### config.mk
export PLATFORM = sky130hd
export DESIGN_NAME = multi_stepper_phase_chain_driver
export DESIGN_NICKNAME = d
export VERILOG_FILES = /design/src/rtl/mspcd_pkg.sv /design/src/rtl/mspcd_regs.sv /design/src/rtl/mspcd_cell.sv /design/src/rtl/multi_stepper_phase_chain_driver.sv
export SDC_FILE = /design/constraint.sdc
export NUM_CORES = 2
export LEC_CHECK = 0
export BUFFER_PORTS_ARGS = -buffer_cell sky130_fd_sc_hd__buf_2
export CORE_UTILIZATION = 25
export CTS_CLUSTER_DIAMETER = 50
export CTS_CLUSTER_SIZE = 24
export DETAILED_ROUTE_END_ITERATION = 10
export GPL_TIMING_DRIVEN = 0
export PLACE_DENSITY = 0.41
export SYNTH_ARGS = -nofsm -noshare
export SYNTH_HDL_FRONTEND = slang
export SYNTH_SLANG_ARGS = --single-unit
### constraint.sdc
create_clock -name clk -period 20.5 [get_ports clk]
set_clock_uncertainty 0.2 [all_clocks]
set_input_delay 5.125 -clock clk [delete_from_list [all_inputs] [get_ports clk]]
set_output_delay 5.125 -clock clk [all_outputs]
set_load 0.01 [all_outputs]
### src/rtl/mspcd_pkg.sv
// Shared types, codes and coil tables for the stepper phase-chain driver.
`default_nettype none

package mspcd_pkg;

  localparam logic [1:0] REQ_LOAD = 2'd0;
  localparam logic [1:0] REQ_TICK = 2'd1;
  localparam logic [1:0] REQ_HOME = 2'd2;

  localparam logic [1:0] REG_MOTOR_COUNT     = 2'd0;
  localparam logic [1:0] REG_DRIVE_MODE      = 2'd1;
  localparam logic [1:0] REG_LINES_PER_MOTOR = 2'd2;
  localparam logic [1:0] REG_HAS_CLEAR_LINE  = 2'd3;

  localparam int ADDR_W = 4;

  localparam logic [3:0] WAVE_TABLE [4] = '{4'hE, 4'hD, 4'hB, 4'h7};
  localparam logic [3:0] HALF_TABLE [8] = '{4'hE, 4'hC, 4'hD, 4'h9,
                                            4'hB, 4'h3, 4'h7, 4'h6};

  typedef struct packed {
    logic [4:0] motor_count;
    logic       drive_mode;
    logic [3:0] lines_per_motor;
    logic       has_clear_line;
  } cfg_t;

  typedef struct packed {
    logic        load;
    logic        home;
    logic        tick;
    logic        active;
    logic        shift;
    logic        drive_mode;
    logic [15:0] steps;
  } cell_ctrl_t;

  typedef struct packed {
    logic       mv;
    logic [7:0] pat;
  } frame_t;

  // Inverted coil drive for a phase; upper bits come out high.
  function automatic logic [7:0] coil_pattern(input logic mode, input logic [2:0] phase);
    logic [3:0] cmd;
    cmd = mode ? HALF_TABLE[phase] : WAVE_TABLE[phase[1:0]];
    return ~{4'b0000, cmd};
  endfunction

endpackage

`default_nettype wire

### src/rtl/mspcd_regs.sv
// APB configuration registers of the stepper phase-chain driver.
`default_nettype none

module mspcd_regs (
  input  wire logic                        clk,
  input  wire logic                        rst,
  input  wire logic                        psel,
  input  wire logic                        penable,
  input  wire logic                        pwrite,
  input  wire logic [mspcd_pkg::ADDR_W-1:0] paddr,
  input  wire logic [31:0]                 pwdata,
  output logic [31:0]                      prdata,
  output logic                             pready,
  output mspcd_pkg::cfg_t                  cfg
);
  import mspcd_pkg::*;

  logic       wr_en;
  logic [1:0] reg_idx;

  assign pready  = 1'b1;
  assign wr_en   = psel && penable && pwrite;
  assign reg_idx = paddr[3:2];

  always_ff @(posedge clk) begin
    if (rst) begin
      cfg.motor_count     <= 5'd16;
      cfg.drive_mode      <= 1'b0;
      cfg.lines_per_motor <= 4'd4;
      cfg.has_clear_line  <= 1'b1;
    end else if (wr_en) begin
      unique case (reg_idx)
        REG_MOTOR_COUNT:     cfg.motor_count     <= pwdata[4:0];
        REG_DRIVE_MODE:      cfg.drive_mode      <= pwdata[0];
        REG_LINES_PER_MOTOR: cfg.lines_per_motor <= pwdata[3:0];
        REG_HAS_CLEAR_LINE:  cfg.has_clear_line  <= pwdata[0];
        default: ;
      endcase
    end
  end

  always_comb begin
    unique case (reg_idx)
      REG_MOTOR_COUNT:     prdata = {27'd0, cfg.motor_count};
      REG_DRIVE_MODE:      prdata = {31'd0, cfg.drive_mode};
      REG_LINES_PER_MOTOR: prdata = {28'd0, cfg.lines_per_motor};
      REG_HAS_CLEAR_LINE:  prdata = {31'd0, cfg.has_clear_line};
      default:             prdata = 32'd0;
    endcase
  end

endmodule

`default_nettype wire

### src/rtl/mspcd_cell.sv
// One motor cell: position, pending steps and one stage of the frame shift chain.
`default_nettype none

module mspcd_cell (
  input  wire logic                   clk,
  input  wire logic                   rst,
  input  wire mspcd_pkg::cell_ctrl_t  ctrl,
  input  wire mspcd_pkg::frame_t      frame_in,
  output mspcd_pkg::frame_t           frame_out
);
  import mspcd_pkg::*;

  logic [31:0]        pos;
  logic [15:0]        pend;
  frame_t             frame;

  logic               moving;
  logic [31:0]        pos_step;
  logic [15:0]        pend_step;
  logic signed [32:0] neg_pos;
  logic [15:0]        home_pend;

  always_comb begin
    moving    = ctrl.tick && ctrl.active && (pend != 16'd0);
    pos_step  = pend[15] ? pos - 32'd1 : pos + 32'd1;
    pend_step = pend[15] ? pend + 16'd1 : pend - 16'd1;
    neg_pos   = 33'sd0 - $signed({pos[31], pos});
    if (neg_pos > 33'sd32767) begin
      home_pend = 16'h7FFF;
    end else if (neg_pos < -33'sd32768) begin
      home_pend = 16'h8000;
    end else begin
      home_pend = neg_pos[15:0];
    end
  end

  always_ff @(posedge clk) begin
    if (rst) begin
      pos  <= 32'd0;
      pend <= 16'd0;
    end else if (ctrl.load && ctrl.active) begin
      pend <= ctrl.steps;
    end else if (ctrl.home && ctrl.active) begin
      pend <= home_pend;
    end else if (moving) begin
      pos  <= pos_step;
      pend <= pend_step;
    end
  end

  // Frame stage: loaded on a tick from the post-step position, then shifted upward.
  always_ff @(posedge clk) begin
    if (rst) begin
      frame.mv <= 1'b0;
    end else if (ctrl.tick) begin
      frame.mv  <= moving;
      frame.pat <= coil_pattern(ctrl.drive_mode, moving ? pos_step[2:0] : pos[2:0]);
    end else if (ctrl.shift) begin
      frame <= frame_in;
    end
  end

  assign frame_out = frame;

endmodule

`default_nettype wire

### src/rtl/multi_stepper_phase_chain_driver.sv
// Top level of the stepper phase-chain driver: request decode, cell chain and frame sequencer.
//
// One cell per motor holds its position and pending steps. A load or home request is taken
// without raising busy. A tick steps every active cell with pending steps at once, loads each
// cell's coil pattern into a shift chain and then walks the chain from the top cell down, one
// cell per cycle outside the padding: without a clear line, n - h padding results (h highest
// moved motor, n active motors) come before the first pattern; busy is high until the walk
// ends. From the first result on, results leave one per cycle on result_strobe, registered, in
// the cycle after they are formed; the receiver cannot hold them off and each one is present
// for a single cycle. A tick that moves nothing walks the chain and emits nothing.
`default_nettype none

module multi_stepper_phase_chain_driver #(
  parameter int MOTORS       = 16,
  parameter int PATTERN_BITS = 8
) (
  input  wire logic                         clk,
  input  wire logic                         rst,
  input  wire logic                         psel,
  input  wire logic                         penable,
  input  wire logic                         pwrite,
  input  wire logic [mspcd_pkg::ADDR_W-1:0] paddr,
  input  wire logic [31:0]                  pwdata,
  output logic [31:0]                       prdata,
  output logic                              pready,
  input  wire logic                         start,
  output logic                              busy,
  input  wire logic [1:0]                   req_type,
  input  wire logic [3:0]                   motor,
  input  wire logic signed [15:0]           steps,
  output logic                              result_strobe,
  output logic [7:0]                        coil_bits,
  output logic [3:0]                        motor_slot,
  output logic                              is_padding,
  output logic                              latch
);
  import mspcd_pkg::*;

  localparam int IDX_W = (MOTORS > 1) ? $clog2(MOTORS) : 1;
  localparam int CNT_W = $clog2(MOTORS + 1);
  localparam logic [7:0] PAT_MASK = 8'((1 << PATTERN_BITS) - 1);

  localparam logic [1:0] S_IDLE = 2'd0;
  localparam logic [1:0] S_SCAN = 2'd1;
  localparam logic [1:0] S_PAD  = 2'd2;

  cfg_t             cfg;
  cell_ctrl_t       ctrl [MOTORS];
  frame_t           chain [MOTORS+1];

  logic [1:0]       state, state_next;
  logic [IDX_W-1:0] idx, idx_next;
  logic [CNT_W-1:0] pad_cnt, pad_cnt_next;
  logic             started, started_next;
  logic [CNT_W-1:0] n_act;
  logic             accept;
  logic             do_load, do_home, do_tick;
  logic             shift;
  logic             emit, emit_pad;
  frame_t           top;

  mspcd_regs u_regs (
    .clk     (clk),
    .rst     (rst),
    .psel    (psel),
    .penable (penable),
    .pwrite  (pwrite),
    .paddr   (paddr),
    .pwdata  (pwdata),
    .prdata  (prdata),
    .pready  (pready),
    .cfg     (cfg)
  );

  assign busy    = (state != S_IDLE);
  assign accept  = start && !busy;
  assign do_load = accept && (req_type == REQ_LOAD);
  assign do_home = accept && (req_type == REQ_HOME);
  assign do_tick = accept && (req_type == REQ_TICK);
  assign n_act   = (32'(cfg.motor_count) > MOTORS) ? CNT_W'(MOTORS) : CNT_W'(cfg.motor_count);

  assign chain[0] = '0;
  assign top      = chain[MOTORS];

  for (genvar i = 0; i < MOTORS; i++) begin : g_cell
    always_comb begin
      ctrl[i].load       = do_load && (32'(motor) == 32'(i));
      ctrl[i].home       = do_home;
      ctrl[i].tick       = do_tick;
      ctrl[i].active     = 32'(cfg.motor_count) > 32'(i);
      ctrl[i].shift      = shift;
      ctrl[i].drive_mode = cfg.drive_mode;
      ctrl[i].steps      = steps;
    end

    mspcd_cell u_cell (
      .clk       (clk),
      .rst       (rst),
      .ctrl      (ctrl[i]),
      .frame_in  (chain[i]),
      .frame_out (chain[i+1])
    );
  end

  // During the walk the top of the chain shows motor idx; cells above the highest mover are skipped.
  always_comb begin
    state_next   = state;
    idx_next     = idx;
    pad_cnt_next = pad_cnt;
    started_next = started;
    shift        = 1'b0;
    emit         = 1'b0;
    emit_pad     = 1'b0;
    unique case (state)
      S_IDLE: begin
        if (do_tick) begin
          state_next   = S_SCAN;
          idx_next     = IDX_W'(MOTORS - 1);
          started_next = 1'b0;
        end
      end
      S_SCAN: begin
        if (!started && top.mv && !cfg.has_clear_line) begin
          state_next   = S_PAD;
          started_next = 1'b1;
          pad_cnt_next = n_act - CNT_W'(idx);
        end else begin
          emit  = started || top.mv;
          shift = 1'b1;
          if (top.mv) begin
            started_next = 1'b1;
          end
          if (idx == '0) begin
            state_next = S_IDLE;
          end else begin
            idx_next = idx - IDX_W'(1);
          end
        end
      end
      S_PAD: begin
        emit_pad     = 1'b1;
        pad_cnt_next = pad_cnt - CNT_W'(1);
        if (pad_cnt == CNT_W'(1)) begin
          state_next = S_SCAN;
        end
      end
      default: state_next = S_IDLE;
    endcase
  end

  always_ff @(posedge clk) begin
    if (rst) begin
      state         <= S_IDLE;
      started       <= 1'b0;
      result_strobe <= 1'b0;
    end else begin
      state         <= state_next;
      started       <= started_next;
      result_strobe <= emit || emit_pad;
    end
  end

  always_ff @(posedge clk) begin
    idx     <= idx_next;
    pad_cnt <= pad_cnt_next;
    if (emit_pad) begin
      coil_bits  <= 8'd0;
      motor_slot <= 4'd0;
      is_padding <= 1'b1;
      latch      <= 1'b0;
    end else if (emit) begin
      coil_bits  <= top.pat & PAT_MASK;
      motor_slot <= 4'(idx);
      is_padding <= 1'b0;
      latch      <= (idx == '0);
    end
  end

endmodule

`default_nettype wire

== Yosys cells after proc, flatten, opt, wreduce, memory -nomap -nowiden ==
Memory sizes are Yosys's and may differ from the RTL's.
Cells that the tools add are included.

* Bits in registers: 950
* Memory bits (read-only): 512
* Input port bits: 64
* Output and inout port bits: 49
* Word-level logic and storage cells: 805
* Memories: 16

{| class="wikitable"
|+ Memories
! name !! depth !! width !! rd ports !! clocked after memory_dff !! wr ports !! RTL line !! text
|-
| (name not given) || 8 || 4 || 1 || 0 || 0 || mspcd_pkg.sv:46 || <nowiki>cmd = mode ? HALF_TABLE[phase] : WAVE_TABLE[phase[1:0]];</nowiki>
|-
| (name not given) || 8 || 4 || 1 || 0 || 0 || mspcd_pkg.sv:46 ||
|-
| (name not given) || 8 || 4 || 1 || 0 || 0 || mspcd_pkg.sv:46 ||
|-
| (name not given) || 8 || 4 || 1 || 0 || 0 || mspcd_pkg.sv:46 ||
|-
| (name not given) || 8 || 4 || 1 || 0 || 0 || mspcd_pkg.sv:46 ||
|-
| (name not given) || 8 || 4 || 1 || 0 || 0 || mspcd_pkg.sv:46 ||
|-
| 10 more memories || -- || -- || -- || -- || -- || -- ||
|}

* Add/sub/neg operators: 83
* $lt $le $gt $ge: 81
* Eq/ne operators: 30
* Multiplexer cells: 278
* Bitwise logic cells: 81
* Reduce and logical (&&, ||, !) cells: 159

{| class="wikitable"
|+ Operators with widths
! operator !! number
|-
| two-way mux 16 bit || 96
|-
| > comparator 33 x 16 -> 1 bit, second input constant || 16
|-
| < comparator 33 x 16 -> 1 bit, second input constant || 16
|-
| subtractor 1 x 32 -> 33 bit, first input constant || 16
|-
| adder 32 x 1 -> 32 bit, second input constant || 16
|-
| two-way mux 32 bit || 16
|-
| subtractor 32 x 1 -> 32 bit, second input constant || 16
|-
| two-way mux 4 bit || 83
|-
| two-way mux 9 bit || 32
|-
| adder 16 x 1 -> 16 bit, second input constant || 16
|-
| nonzero test 16 bit || 16
|-
| subtractor 16 x 1 -> 16 bit, second input constant || 16
|-
| binary-select mux 4 bit (select 2 bit) || 16
|-
| NOT 4 -> 8 bit || 16
|-
| case mux 32 bit (4 select lines) || 1
|-
| logical AND 1 bit || 88
|-
| greater-or-equal comparator 4 bit, second input constant || 16
|-
| NOT 3 -> 4 bit || 16
|-
| AND reduction 3 bit || 18
|-
| greater-or-equal comparator 3 bit, second input constant || 16
|-
| two-way mux 3 bit || 16
|-
| NOT 2 -> 3 bit || 16
|-
| nonzero test 3 bit || 16
|-
| > comparator 5 x 4 -> 1 bit, second input constant || 8
|-
| 32 further kinds || 114
|}

== Longest topological paths before layout ==
* Word-level depth: 14
* Depth in mapped cells: 16
* Gate-level depth less buffers: 12

== By module ==
Synthesis repeated with hierarchy kept, for this count alone.

* Cell total of the unflattened synthesis: 11985
* Area total of the unflattened synthesis: 91587.8 µm²

{| class="wikitable"
|+ By module, submodules not included
! module !! instances !! cells each !! area each (µm²) !! seq. area each (µm²)
|-
| mspcd_cell (g_cell[10].u_cell ...) || 13 || 729 || 5559.1 || 1221.2
|-
| mspcd_cell (g_cell[0].u_cell ...) || 2 || 739 || 5597.9 || 1221.2
|-
| mspcd_cell (g_cell[8].u_cell) || 1 || 745 || 5660.4 || 1221.2
|-
| multi_stepper_phase_chain_driver || 1 || 196 || 1657.8 || 630.6
|-
| mspcd_regs || 1 || 89 || 805.8 || 220.2
|}

== Worst setup path before layout ==
No wires, ideal clock.

* Kind: input port to output port
* Start point: in paddr[3] in the netlist's numbering
* End point: out prdata[0]
* Data arrival time: 5.982 ns
* Required time: 15.175 ns
* Path slack: 9.193 ns
* Cell stages on the path: 2
* Buffers on the path: 1
* Cell sequence: clkbuf_1 -> mux4_2

* Word-level cells in the longest chain between the ends: 2
* Elaborated cells on any way between the ends: 5
* Those cells by class: eq/ne (3); mux (1); reduce/logical (1)

{| class="wikitable"
|+ Ends and longest elaborated chain
! element !! RTL line !! text
|-
| start: declaration || multi_stepper_phase_chain_driver.sv:22 || <nowiki>input wire logic [mspcd_pkg::ADDR_W-1:0] paddr,</nowiki>
|-
| equality test 2 bit (tied with other cells) || mspcd_regs.sv:43 || <nowiki>unique case (reg_idx)</nowiki>
|-
| case mux 32 bit (4 select lines) (*) || mspcd_regs.sv:43 ||
|-
| end: declaration || multi_stepper_phase_chain_driver.sv:24 || <nowiki>output logic [31:0] prdata,</nowiki>
|}

Every way passes the cells marked *; elsewhere a longest branch is shown, timed or not. The select of a mux whose other input is x is not followed.

== Worst setup path after layout ==
* Start point: in paddr[3] in the netlist's numbering
* End point: out prdata[2]

Same word-level chain as after synthesis.

==> metrics <==
Placement Setup Slack=8.63 ns; H-tree levels=4; run status=finished, violations left; final cell count without fillers=16564; worst-skew pair later-pin latency=0.94 ns; relative slew slack=-4.88%; Synth Warn #=0; Crit path largest cell delay=0.67 ns; post-cts resize count=0; Core Rows=214; Antenna Nets Post-Route=0; post-CTS setup buffers=0; CP cell instances=clkbuf_1 -> mux2i_1 -> nor2_1 -> buf_2; Top delay family on crit path=buffers and inverters; Sw Pwr=0.00453 W; core area=340000 um^2; total I/O pin count=113; Yosys reg bits=899; reg-to-reg slack, setup=13.75 ns; Cells after Synth=11520; hold endpoint=g_cell[9].u_cell.frame_out[3]$_DFFE_PP_; Final Worst Setup Slack=8.62 ns; Nets=12697; placed cells=16169; Hold Vio Cnt, Final=0; final setup TNS=0 ns; RSZ-0062 raised after global routing=no; hold_ws=0.245 ns; vias=88017; largest net degree at the start of global routing=38; Crit Reg-Reg Endpoint=g_cell[9].u_cell.frame_out[0]$_DFFE_PP_; total CTS buffers=205; CP Capture Type=output port; TritonCTS Sinks=899; Die ar.=344000 um^2; CP max stage cell=mux2i_1; cell area after synthesis=85400 um^2; post-synth top area share=19.0%; Async SR Flop Fraction=0%; combinational fraction of design power=46.0%; vias per inst=5.31; Max IR drop VDD=0.0656 mV; initial DRC count=7014; sequential area share after synthesis=22.1%; die width=586 um; Avg Cell Area, Syn=7.41 um^2; DIE HEIGHT=586 um; hold buffers post-CTS=0; most frequent cell after synthesis=nand2_1; Worst-path clk slew=0.06 ns; Worst EP arrival=6.56 ns; Clock Tree Root=clkbuf_16; worst hold start=g_cell[8].u_cell.frame_out[3]$_DFFE_PP_; CTS Buffer Depth=4; Layout fillers=37177; Final Critical Period=11.88 ns; FMAX=84.2 MHz; Startpoint Class=input pin; area growth from synthesis to layout=16.7%; R2R cell count=12; critical path class=input pin to output port; routability cong.=0.877; Yosys cell types=102; initial antenna violation count=51; failing checks=design-rule violations, max-capacitance violations, max-slew violations; GRT overflow=0; number of global-route vias before repair=82717; cell depth of the worst hold path=2; Max-cap violations=1; Post-synth top cells=nand2_1, a21oi_1, nor2_1; largest area contributor in the netlist=dfxtp_1; CTS tree=done; Leak=41.1 nW; Post-route DRC=6; Detailed Route WL=368 mm; layout cells sized above 1=6.19%; drt wl/cell=22.2 um; Primary FF master, synth=dfxtp_1; GRT Util Overall=20.6%; r2r startpoint=state[1]$_SDFFE_PP0P_; crit path max fanout=8; max-slew violation count=11; Seq pwr share=21.0%; DRT Pass-1 Iters=9; HP Class=register to register; port bufs=44; slew at the pin with the worst max-slew slack=1.57 ns; clock share of power=33.0%; Starting Density=25.1%; first-pass GRT wire length=543 mm; Internal=0.00619 W; pwr dens=108 nW/um^2; Core Util, Final=29.3%; EDFF count, synth=89; ranking of synthesized cells by area=dfxtp_1, ha_1, a21oi_1, nand2_1, xnor2_1; Net Sw Frac=42.2%; Final setup viols=0; Tcrit/Tclk final=58.0%; Worst EP required=15.18 ns; WP buf/inv=2; Post-DP HPWL=280 mm
per-stage QoR:
stage / total power, W / area [um^2]
3_5_place_dp: 0.00714 / 92400
6_report: 0.0107 / 99700
2_1_floorplan: 0.00589 / 85500
5_1_grt: 0.0114 / 99600
3_3_place_gp: 0.00717 / 91400
4_1_cts: 0.0107 / 99600
layer usage:
layer | track usage (%) | vias up | wire length [um] | part of all wire [%]
met5 | 0 | - | 132 | 0.036
met4 | 7.52 | 18 | 13800 | 3.8
met3 | 2.37 | 506 | 18200 | 4.9
met2 | 32.8 | 2057 | 162000 | 44
met1 | 28.5 | 41991 | 173000 | 47
li1 | - | 43445 | - | -
tightest hold or removal path: cells and delay by family, from the launching register on:
family             cells  cell delay (ns)
AOI/OAI and AO/OA      1             0.06
and+or+nand+nor        1             0.04
DFF                    1             0.33
registers in the layout, summed over array words and instances (netlist names), 4 cells and up:
register                 flops
motor_slot                   4
u_regs.cfg                  11
pad_cnt                      5
idx                          4
coil_bits                    5
g_cell.u_cell.frame_out     96
g_cell.u_cell.pend         256
g_cell.u_cell.pos          512
power by group through the flow:
| stage | Combinational [W] | Clock (W) | Sequential (W) |
|---|---|---|---|
| 6_report | 0.00493 | 0.00354 | 0.00225 |
| 5_1_grt | 0.00545 | 0.00368 | 0.00227 |
| 4_1_cts | 0.00489 | 0.00361 | 0.00225 |
| 3_5_place_dp | 0.00486 | 0 | 0.00228 |
| 3_3_place_gp | 0.00488 | 0 | 0.00229 |
| 2_1_floorplan | 0.00372 | 0 | 0.00217 |
cell families after synthesis:
family / synth area share, %
other: 0.00879
AO/OA/AOI/OAI: 26.8
multiplexers: 1.25
buffers and inverters: 3.82
AND/OR/NAND/NOR: 24.6
flip-flops: 22.1
XOR/XNOR: 9.57
adder cells (fa/ha/maj): 11.9
layout make-up:
type	instances	area [um^2]	share of cell area, %
Clock inverter	137	1700	1.71
Timing Repair Buffer	88	1100	1.11
Antenna cell	13	32.5	0.0326
Sequential cell	899	18900	19.0
Tap cell	4536	5680	5.69
Buffer	598	2480	2.49
Clock buffer	244	5510	5.53
Multi-Input combinational cell	9820	63400	63.6
Inverter	229	860	0.863
worst max-delay path by stage:
stage          startpoint                                     endpoint  slack (ns)  cells after the start
4_1_cts          paddr[3]                                    prdata[0]        8.62                      3
3_5_place_dp     paddr[3]                                    prdata[0]        8.63                      3
3_3_place_gp          rst  g_cell[8].u_cell.frame_out[6]$_SDFFCE_PP1P_        4.82                      5
5_1_grt          paddr[3]                                    prdata[2]        8.63                      4
6_report         paddr[3]                                    prdata[2]        8.62                      4
2_1_floorplan    paddr[3]                                    prdata[0]        9.19                      2
layout by cell type, fill, tap and decap left out, types with 89 or more instances in the layout:
| master | n |
|---|---|
| a211oi_1 | 173 |
| a21o_1 | 314 |
| a21oi_1 | 1316 |
| a31oi_1 | 146 |
| and3_1 | 124 |
| clkbuf_1 | 463 |
| clkbuf_16 | 207 |
| dfxtp_1 | 794 |
| edfxtp_1 | 89 |
| ha_1 | 759 |
| inv_1 | 229 |
| nand2_1 | 1464 |
| nand2b_1 | 116 |
| nand3_1 | 314 |
| nand4_1 | 130 |
| nor2_1 | 973 |
| nor3_1 | 408 |
| nor4_1 | 162 |
| o21a_1 | 90 |
| o21ai_0 | 618 |
| o31ai_1 | 103 |
| or3_1 | 129 |
| or4_1 | 89 |
| xnor2_1 | 598 |
| xor2_1 | 335 |
No activity file was read; power rests on OpenSTA's default activity.
